[src/sv/rsenc_pkg.sv]
// ----------------------------------------------------------------------------
// Reed-Solomon encoder package
// Types, constants and GF(256) arithmetic shared by the encoder modules.
// ----------------------------------------------------------------------------
package rsenc_pkg;

   localparam int EC_W = 5;
   localparam logic [EC_W-1:0] EC_COUNT_RESET = 5'd10;
   localparam logic [7:0] FIELD_POLY_LOW = 8'h1D;
   localparam logic [7:0] GEN_LEAD = 8'h01;

   typedef logic [7:0] gf_type;

   typedef struct packed {
      logic shift_in;
      logic clear_rem;
      logic load_out;
      logic shift_out;
      logic gen_clear;
      logic gen_step;
   } cell_ctl_type;

   function automatic gf_type gf_xtime(input gf_type x);
      gf_type r;
      r = {x[6:0], 1'b0} ^ (x[7] ? FIELD_POLY_LOW : 8'h00);
      return r;
   endfunction

   function automatic gf_type gf_mul(input gf_type a, input gf_type b);
      gf_type x;
      gf_type acc;
      x = a;
      acc = '0;
      for (int k = 0; k < 8; k++) begin
         if (b[k]) begin
            acc = acc ^ x;
         end
         x = gf_xtime(x);
      end
      return acc;
   endfunction

endpackage

[src/sv/rsenc_cell.sv]
// ----------------------------------------------------------------------------
// Reed-Solomon encoder cell
// One tap of the division register: a remainder byte, its generator
// coefficient and one byte of the parity output shifter.
// ----------------------------------------------------------------------------
module rsenc_cell (
   input  logic                       clock,
   input  rsenc_pkg::cell_ctl_type    ctl,
   input  rsenc_pkg::gf_type          feedback,
   input  rsenc_pkg::gf_type          root,
   input  rsenc_pkg::gf_type          rem_right,
   input  rsenc_pkg::gf_type          gen_left,
   input  rsenc_pkg::gf_type          out_right,
   output rsenc_pkg::gf_type          rem_q,
   output rsenc_pkg::gf_type          gen_q,
   output rsenc_pkg::gf_type          out_q
);

   rsenc_pkg::gf_type rem_ff, rem_in;
   rsenc_pkg::gf_type gen_ff, gen_in;
   rsenc_pkg::gf_type out_ff, out_in;
   rsenc_pkg::gf_type rem_next;

   assign rem_next = rem_right ^ rsenc_pkg::gf_mul(feedback, gen_ff);

   always_comb begin
      if (ctl.clear_rem) begin
         rem_in = '0;
      end else if (ctl.shift_in) begin
         rem_in = rem_next;
      end else begin
         rem_in = rem_ff;
      end

      if (ctl.load_out) begin
         out_in = rem_next;
      end else if (ctl.shift_out) begin
         out_in = out_right;
      end else begin
         out_in = out_ff;
      end

      if (ctl.gen_clear) begin
         gen_in = '0;
      end else if (ctl.gen_step) begin
         gen_in = gen_ff ^ rsenc_pkg::gf_mul(gen_left, root);
      end else begin
         gen_in = gen_ff;
      end
   end

   always_ff @(posedge clock) begin
      rem_ff <= rem_in;
      gen_ff <= gen_in;
      out_ff <= out_in;
   end

   assign rem_q = rem_ff;
   assign gen_q = gen_ff;
   assign out_q = out_ff;

endmodule

[config.mk]
export PLATFORM = sky130hd
export DESIGN_NAME = rsenc_cell
export DESIGN_NICKNAME = d
export VERILOG_FILES = /design/src/sv/rsenc_pkg.sv /design/src/sv/rsenc_cell.sv
export SDC_FILE = /design/constraint.sdc
export NUM_CORES = 1
export LEC_CHECK = 0
export ABC_AREA = 1
export ABC_CLOCK_PERIOD_IN_PS = 2500
export BUFFER_PORTS_ARGS = -buffer_cell sky130_fd_sc_hd__buf_4
export CAP_MARGIN = 20
export CORE_AREA = 2 2 132 134
export CTS_CLUSTER_DIAMETER = 60
export DETAILED_ROUTE_END_ITERATION = 7
export DIE_AREA = 0 0 134 136
export GPL_TIMING_DRIVEN = 0
export PLACE_DENSITY = 0.52
export SLEW_MARGIN = 20
export SYNTH_ARGS = -nofsm -noshare
export SYNTH_HDL_FRONTEND = slang
export SYNTH_SLANG_ARGS = --single-unit
[constraint.sdc]
create_clock -name clock -period 2.5 [get_ports clock]
set_clock_uncertainty 0.15 [all_clocks]
set_input_delay 0 -clock clock [delete_from_list [all_inputs] [get_ports clock]]
set_output_delay 0 -clock clock [all_outputs]
set_load 0.05 [all_outputs]
# Word-level counts from Yosys, hierarchy flattened
# Cells that the tools add are included.
# W data, S select, Z words.
op_classes:
  eq_ne: 0
  addsub: 0
  div: 0
  bitwise_logic: 30
  muxes: 48
  multipliers: 0
  n_lt_le_gt_ge: 0
  reduce_logical: 1
  n_shift: 0
op_table:
  columns: ["op", "n"]
  rows:
  - ["$mux W8", 34]
  - ["$xor A8 B8 Y8", 16]
  - ["$xor A8 B5 Y8", 14]
  - ["$mux W5", 14]
  - ["$reduce_bool A2 Y1", 1]
totals:
  register_bits: 24
  romBits: 0
  memories: 0
  latchBits: 0
  mem_bits_rw: 0

# Longest topological paths before layout
# Gate-level depths: netlist (run 1).
depth:
  depth_word: 32
  mapped_depth: 19
  depth_no_buf: 18

# Worst setup path after synthesis (run 1)
# No wires, ideal clock.
synth_path:
  kind: "flip-flop to flip-flop"
  from: "register gen_ff[0] (netlist: gen_q[0])"
  to: "register out_ff[5] (netlist: out_q[5]), data pin"
  path_slack_ns: 0.244
  t_arrival_ns: 1.853
  setup_ns: 0.253
  path_stages_with_launch: 14
  n_path_buf: 1
  path_cell_list: "dfxtp_1 buf_2 nand2_1 xnor2_1 xnor2_1 or2_1 nand3b_1 nand2_1 nand2_1 nand2_1 nand2_1 nand2_1 nand2_1 nand2_1"
synth_via:
  elab_chain_cells: 17
synth_rtl:
  columns: ["element", "line_no", "text"]
  rows:
  - ["start: declaration", "rsenc_cell.sv:20", "rsenc_pkg::gf_type gen_ff, gen_in;"]
  - ["start signal: assignment", "rsenc_cell.sv:54", "gen_ff <= gen_in;"]
  - ["$mux W8 (*)", "rsenc_pkg.sv:35", "if (b[k]) begin"]
  - ["$xor A8 B8 Y8", "rsenc_pkg.sv:36", "acc = acc ^ x;"]
  - ["$mux W8 (*)", "rsenc_pkg.sv:35", null]
  - ["$xor A8 B8 Y8", "rsenc_pkg.sv:36", null]
  - ["$mux W8 (*)", "rsenc_pkg.sv:35", null]
  - ["$xor A8 B8 Y8", "rsenc_pkg.sv:36", null]
  - ["$mux W8 (*)", "rsenc_pkg.sv:35", null]
  - ["$xor A8 B8 Y8", "rsenc_pkg.sv:36", null]
  - ["[2 not listed]", null, null]
  - ["$mux W8 (*)", "rsenc_pkg.sv:35", null]
  - ["$xor A8 B8 Y8", "rsenc_pkg.sv:36", null]
  - ["$mux W8 (*)", "rsenc_pkg.sv:35", null]
  - ["$xor A8 B8 Y8", "rsenc_pkg.sv:36", null]
  - ["$mux W8 (*)", "rsenc_pkg.sv:35", null]
  - ["$xor A8 B8 Y8 (*)", "rsenc_cell.sv:24", "assign rem_next = rem_right ^ rsenc_pkg::gf_mul(feedback, gen_ff);"]
  - ["$mux W8 (*)", "rsenc_cell.sv:35", "if (ctl.load_out) begin"]
  - ["net out_in[5]", "rsenc_cell.sv:21", "rsenc_pkg::gf_type out_ff, out_in;"]
  - ["end signal: assignment", "rsenc_cell.sv:55", "out_ff <= out_in;"]
  - ["end: declaration", "rsenc_cell.sv:21", null]
# Mark *: on every way through the listed nets, which the timed path passes. The rest lies on a longest branch.
# A chain may end at the register's enable or synchronous reset.

# Worst setup path after layout (run 1)
layout_path:
  from: "register gen_ff[6] (netlist: gen_q[6])"
  to: "register out_ff[0] (netlist: out_q[0]), data pin"
layout_via:
  elab_chain_cells: 5
layout_rtl:
  columns: ["element", "line_no"]
  rows:
  - ["$mux W8 (*)", "rsenc_pkg.sv:35"]
  - ["$xor A8 B8 Y8", "rsenc_pkg.sv:36"]
  - ["$mux W8 (*)", "rsenc_pkg.sv:35"]
  - ["$xor A8 B8 Y8 (*)", "rsenc_cell.sv:24"]
  - ["$mux W8 (*)", "rsenc_cell.sv:35"]
  - ["net out_in[0]", "rsenc_cell.sv:21"]
# Marks and branches as above.

==> key figures, run 1 <==
Status
  • Status: completed

Clock network
  • PostCTS Resize Cnt: 0
  • Clk Latency, worst-skew pair: 270 ps
  • Clk root buf: clkbuf_16
  • Sink Count: 24
  • Clock tree buffer depth: 2
  • Hold-fix buffers at CTS: 16
  • CTS Buf Count: 3
  • Post-CTS Setup Bufs: 0
  • Htree depth: 1
  • Clk slew on worst S/H paths: 70 ps
  • CTS tree: done

GRT
  • Pin count of the biggest net entering global routing: 15
  • First-pass GRT wire length: 19.7 mm
  • Initial antenna violation count: 0
  • Tot GR Track Use: 0.132
  • Number of global-route vias before repair: 4220
  • Gr ovfl total: 0

Pwr
  • Sw frac: 0.485
  • Clock power frac: 0.172
  • PwrDens: 560 nW/um^2
  • Pint: 1.43 mW
  • Total power draw: 2.78 mW
  • Combinational group share of total power: 0.636
  • Leak pwr: 2.68 nW
  • Psw: 1.35 mW
  • Worst VDD drop: 0.329 mV
  • Seq pwr share: 0.192

Drt
  • Vias: 4319
  • Drt wl/cell: 11.3 microns
  • DRC violations left: 0
  • Routed Antenna Nets: 0
  • Routed wire length: 11.6 mm
  • Vias per Instance: 4.20
  • 1st-iter DRT viols: 188
  • DR pass1 iterations: 5

Critical path
  • Worst r2r src: gen_q[6]
  • Reg2Reg Capture Point: out_q[0]
  • Worst-case reg-to-reg path depth: 9
  • Worst endpoint required time: 2370 ps
  • Crit path capture type: flip-flop
  • Setup slack, reg-to-reg: 250 ps
  • WP data arrival: 2120 ps
  • Crit path launch: gen_q[6]
  • Critical-path maximum fanout: 8
  • Startpoint types: flip-flop
  • Setup CP Type: reg -> reg

Synth
  • Mapped Cells: 723
  • Post-synthesis sequential area ratio: 0.141
  • Syn Nets: 770
  • #FFs+latches synth: 24
  • Post-synth top area share: 0.296
  • Mapped cell area: 3980 sq um
  • Ys Warns: 0
  • Area leader, netlist: nand2_1
  • Avg Cell Area, Syn: 5.50 sq um
  • Synth unique cells: 37
  • Area contributors post-synth: nand2_1 30%, nand3_1 8.9%, xnor2_1 8.8%

Hold path
  • WHS Endpoint: out_q[2]
  • Worst Hold Class: in -> reg
  • Worst Hold Depth: 2
  • Hold wc startpoint: ctl[2]

Layout
  • Non-filler cells, final: 1028
  • Sequential cell area: 561 sq um
  • Finished Core Util: 0.295
  • Commonest non-fill, non-tap cells in the layout: 314 x nand2_1, 85 x inv_1, 71 x nand3_1
  • Share of layout cells above drive strength 1: 0.142
  • Area delta synth->final: 25.1%
  • Multi-input gate area: 2910 sq um
  • Commonest non-fill, non-tap cell in the layout: nand2_1
  • Final net count: 851
  • Design area: 4970 sq um
  • FILL cells: 1964
  • ANT cells: 0

STA
  • Max-slew violations: 0
  • Slew @ Worst Pin: 528 ps
  • Setup TNS: 0 ps
  • Final hold violation count: 0
  • RSZ-0062 raised after global routing: no
  • Slew HR: 0.648
  • Final period util: 0.899
  • Final setup viols: 0
  • F_max: 445 MHz
  • Final worst path period need: 2250 ps

Die
  • Die ar.: 18200 sq um
  • Die Height: 136 microns
  • Site row count: 48
  • Initial core utilization: 0.236
  • Core Box Area: 16900 sq um
  • Die X: 134 microns
  • Number of I/O pins: 71

Place
  • Placed insts: 1008
  • Input/output buffers: 60
  • HPWL after DPL: 9.25 mm
  • Dpl cell area: 4710 sq um
  • Gpl congestion: 0.834

Job
  • Maximum capacitance violations: 0
[registers in the layout (all words and copies together) (netlist names)]
register,count
out_q,8
gen_q,8
rem_q,8
[metrics by stage]
step	setup WS (ps)	hold slack, ps
2_1_floorplan	244	-1.86
3_3_place_gp	295	129
3_5_place_dp	268	127
4_1_cts	202	9.56
5_1_grt	69.7	34.5
6_report	252	7.70
[Yosys cell counts]
library cell,n
buf_12,1
nor2_4,3
nand2_4,3
inv_4,2
o21ai_0,11
clkinv_1,1
o21bai_1,1
nand2b_1,2
or2_2,1
edfxtp_1,8
o21ai_1,3
nand3_1,71
nor2_1,61
nand4_1,4
nand3b_1,6
xor2_1,32
buf_4,5
xnor2_4,1
or2_1,2
a21oi_2,1
a21oi_1,5
xor2_4,1
nand2_2,11
inv_1,85
xnor2_1,40
buf_6,4
xor2_2,3
a31oi_1,2
dfxtp_1,16
clkbuf_1,4
buf_2,7
inv_2,5
o21ai_2,1
and2_1,1
xnor2_2,1
nand2_1,314
nor3_1,4
[critical path, stage by stage (launching register included)]
cell and delay, ps:
dfxtp_1 340, clkbuf_1 360, inv_1 230, nor2_1 190, xor2_1 190, xnor2_1 200
nand2b_1 170, nand2_1 70, nand2_1 60, nand2_1 50
[layer usage]
layer / wire length (microns) / track usage / vias to the layer above
met5: 0 / 0 / -
met4: 229 / 0.0431 / 0
met3: 447 / 0.0112 / 13
met2: 5570 / 0.242 / 93
met1: 5340 / 0.163 / 1865
li1: - / - / 2348
[worst max-delay path by stage]
stage	to	slack [ps]	cells past startpoint
floorplan	out_q[5]	240	13
global placement	out_q[0]	300	9
detailed placement	out_q[0]	270	9
CTS	out_q[0]	200	9
global route	out_q[0]	70	9
finish	out_q[0]	250	9
[logic make-up after synthesis]
group	Yosys count	share of synthesized area
AO/OA/AOI/OAI	24	0.0333
XOR/XNOR	78	0.189
flip-flops	24	0.141
AND/OR/NAND/NOR	483	0.510
buffers and inverters	114	0.127
[layout make-up]
| type | count | share of cell area |
|---|---|---|
| repair buffers | 76 | 0.123 |
| flip-flops and latches | 24 | 0.113 |
| clock inverters | 1 | 0.00604 |
| clock buffers | 3 | 0.0151 |
| plain buffers | 21 | 0.0307 |
| inverters | 93 | 0.0712 |
| well taps | 225 | 0.0566 |
| multi-input cells | 585 | 0.585 |
[power groups by stage]
stage / Combinational (mW) / Clock (mW) / Sequential [mW]
after floorplan: 1.06 / 0 / 0.800
after global placement: 1.74 / 0 / 0.543
after detailed placement: 1.75 / 0 / 0.545
after CTS: 1.78 / 0.491 / 0.536
after global routing: 1.99 / 0.497 / 0.543
final: 1.77 / 0.479 / 0.535
No activity file was read; power rests on OpenSTA's default activity.
==> inputs of run 2 (changes only) <==
Settings changed: CORE_AREA 2 2 132 134 to 2 2 101 176, DIE_AREA 0 0 134 136 to 0 0 103 178, PLACE_DENSITY 0.52 to 0.51.
==> run 2 against run 1 <==
Net effect:
- sequential cell count unchanged
- highest routed layer unchanged
- sequential power hardly changed
- via count decreased by 2.1%
- setup slack improved by 110 ps
- core utilization decreased by 0.054 points
==> key figures, run 2 (synthesized netlist as in run 1, its figures left out) <==
Status
  • Status: completed

STA
  • Max-slew violations: 0 (unchanged)
  • Final worst path period need: 2140 ps (-112 ps)
  • Final period util: 0.854 (-0.0449)
  • Slew @ Worst Pin: 541 ps (+12.6 ps)
  • Final hold violation count: 0 (unchanged)
  • RSZ-0062 raised after global routing: no
  • Worst Setup Slack, final: 364 ps (+112 ps)
  • Setup TNS: 0 ps (unchanged)
  • Final setup viols: 0 (unchanged)
  • F_max: 468 MHz (+5.3%)
  • Slew HR: 0.640 (-0.00841)

Critical path
  • Worst endpoint required time: 2370 ps (about the same)
  • Most frequent CP cell: nand2_1
  • Setup CP Type: reg -> reg
  • Startpoint types: flip-flop
  • WP data arrival: 2010 ps (-110 ps)
  • CP cell instances: buf_2 > nand2_1 > xnor2_1 > xnor2_1 > xor2_1 > xnor2_1 > nand2b_1 > nand2_1 > nand2_1 > nand2_1
  • Worst Path Buf+Inv: 1 (-1)
  • Crit path capture type: flip-flop
  • Kind of cell adding the most delay to the critical path: XOR/XNOR gates
  • Slowest-stage cell, CP: dfxtp_1
  • Worst path max stage delay: 370 ps (about the same)
  • Critical-path maximum fanout: 9 (+1)

Place
  • Dpl cell area: 4710 sq um (about the same)
  • HPWL after DPL: 10.2 mm (+10%)
  • Gpl congestion: 0.828 (-0.80%)
  • Pre-CTS setup slack: 252 ps (-16.1 ps)
  • Input/output buffers: 60 (unchanged)

Layout
  • FILL cells: 1949 (-0.76%)
  • Design area: 4960 sq um (-0.23%)
  • Area delta synth->final: 24.8%
  • Commonest non-fill, non-tap cells in the layout: 314 x nand2_1, 85 x inv_1, 71 x nand3_1
  • ANT cells: 0 (unchanged)
  • Commonest non-fill, non-tap cell in the layout: nand2_1
  • Finished Core Util: 0.294 (-0.000537)
  • Share of layout cells above drive strength 1: 0.143 (+0.00142)
  • Final net count: 850 (-0.12%)

Drt
  • Routed wire length: 11.9 mm (+2.7%)
  • 1st-iter DRT viols: 145 (-23%)
  • Met3 wire len: 327 microns (-27%)
  • DR top layer: met4
  • Drt wl/cell: 11.6 microns (+2.6%)
  • Routed Antenna Nets: 0 (unchanged)
  • Vias per Instance: 4.11 (-2.2%)
  • DR WL met2: 6.77 mm (+21%)
  • DR pass1 iterations: 4 (-1)
  • DRT met1 WL: 4.46 mm (-16%)
  • Vias: 4228 (-2.1%)
  • DRC violations left: 0 (unchanged)

Hold path
  • Worst Hold Class: in -> reg

Clock network
  • CTS tree: done
  • Clk slew on worst S/H paths: 70 ps (about the same)
  • Htree depth: 1 (unchanged)
  • Clk Latency, worst-skew pair: 260 ps (about the same)
  • Sink Count: 24 (unchanged)
  • CTS Buf Count: 3 (unchanged)
  • Clk root buf: clkbuf_16
  • Clock tree buffer depth: 2 (unchanged)

Pwr
  • Leak pwr: 2.67 nW (-0.10%)
  • PwrDens: 549 nW/um^2 (-2.0%)
  • Total power draw: 2.72 mW (-2.2%)
  • Worst VDD drop: 0.320 mV (-2.8%)

GRT
  • Gr ovfl total: 0 (unchanged)
  • Tot GR Track Use: 0.133 (+0.000694)
  • Initial antenna violation count: 0 (unchanged)
  • Number of global-route vias before repair: 3919 (-7.1%)
  • Pin count of the biggest net entering global routing: 15 (unchanged)
  • First-pass GRT wire length: 19.2 mm (-2.2%)

Job
  • Maximum capacitance violations: 0 (unchanged)

Die
  • Die X: 103 microns (-23%)
  • Core Box Area: 16900 sq um (about the same)
  • Number of I/O pins: 71 (unchanged)
  • Die ar.: 18300 sq um (+0.60%)
  • Initial core utilization: 0.236 (about the same)
  • Die Height: 178 microns (+31%)
  • Site row count: 63 (+31%)
[run 2: cell count changes in the layout (fill, tap and decap cells not counted)]
cell           before  now
bufinv_16           1    0
clkbuf_1            4    3
clkbuf_16           3    4
clkbuf_2            0    1
dlygate4sd3_1      16   15
[run 2: worst paths after layout]
kind                            slack, ps    startpoint  cells after the start  endpoint
worst max-delay path                  360      gen_q[1]                     10  out_q[0]
worst min-delay path                   20  rem_right[1]                      4  rem_q[1]
worst max register to register        360      gen_q[1]                     10  out_q[0]
worst min register to register        390      rem_q[1]                      2  rem_q[1]
[run 2: worst min-delay path, delay by kind of cell]
family,cells,cell delay (ps)
compound gates,1,110
xor+xnor,2,200
buf+inv,1,80
[run 2: routing by layer]
layer  GRT usage  vias up
met5           0        -
met4      0.0417        0
met3     0.00940       16
met2       0.276       80
met1       0.132     1788
li1            -     2344
[run 2: area by class of cell]
| cell class | instances | area (sq um) | area share |
|---|---|---|---|
| tap | 227 | 284 | 0.0572 |
| buffer | 21 | 154 | 0.0310 |
| multi-input combinational | 585 | 2910 | 0.586 |
| inverter | 93 | 354 | 0.0713 |
| timing repair buffer | 75 | 601 | 0.121 |
| sequential | 24 | 561 | 0.113 |
| clock buffer | 4 | 100 | 0.0202 |
[run 2: what timing repair did]
action                     in CTS  in global routing
setup endpoints to repair       0                  1
hold endpoints to repair       24                  0
hold buffers                   15                  0
resized for setup               0                  2
buffers inserted                0                  0
[run 2: per-stage QoR]
step / hold slack [ps] / instances
detailed placement: 129 / 1010
finish: 18.6 / 1029
global route: 40.4 / 1029
CTS: 24.7 / 1029
floorplan: -1.86 / 723
global placement: 129 / 1010
[run 2: power breakdown]
| part | switching, mW | internal, mW |
|---|---|---|
| combinational | 1.13 | 0.624 |
| clock | 0.153 | 0.279 |
| sequential | 0.0480 | 0.489 |
| total | 1.33 | 1.39 |
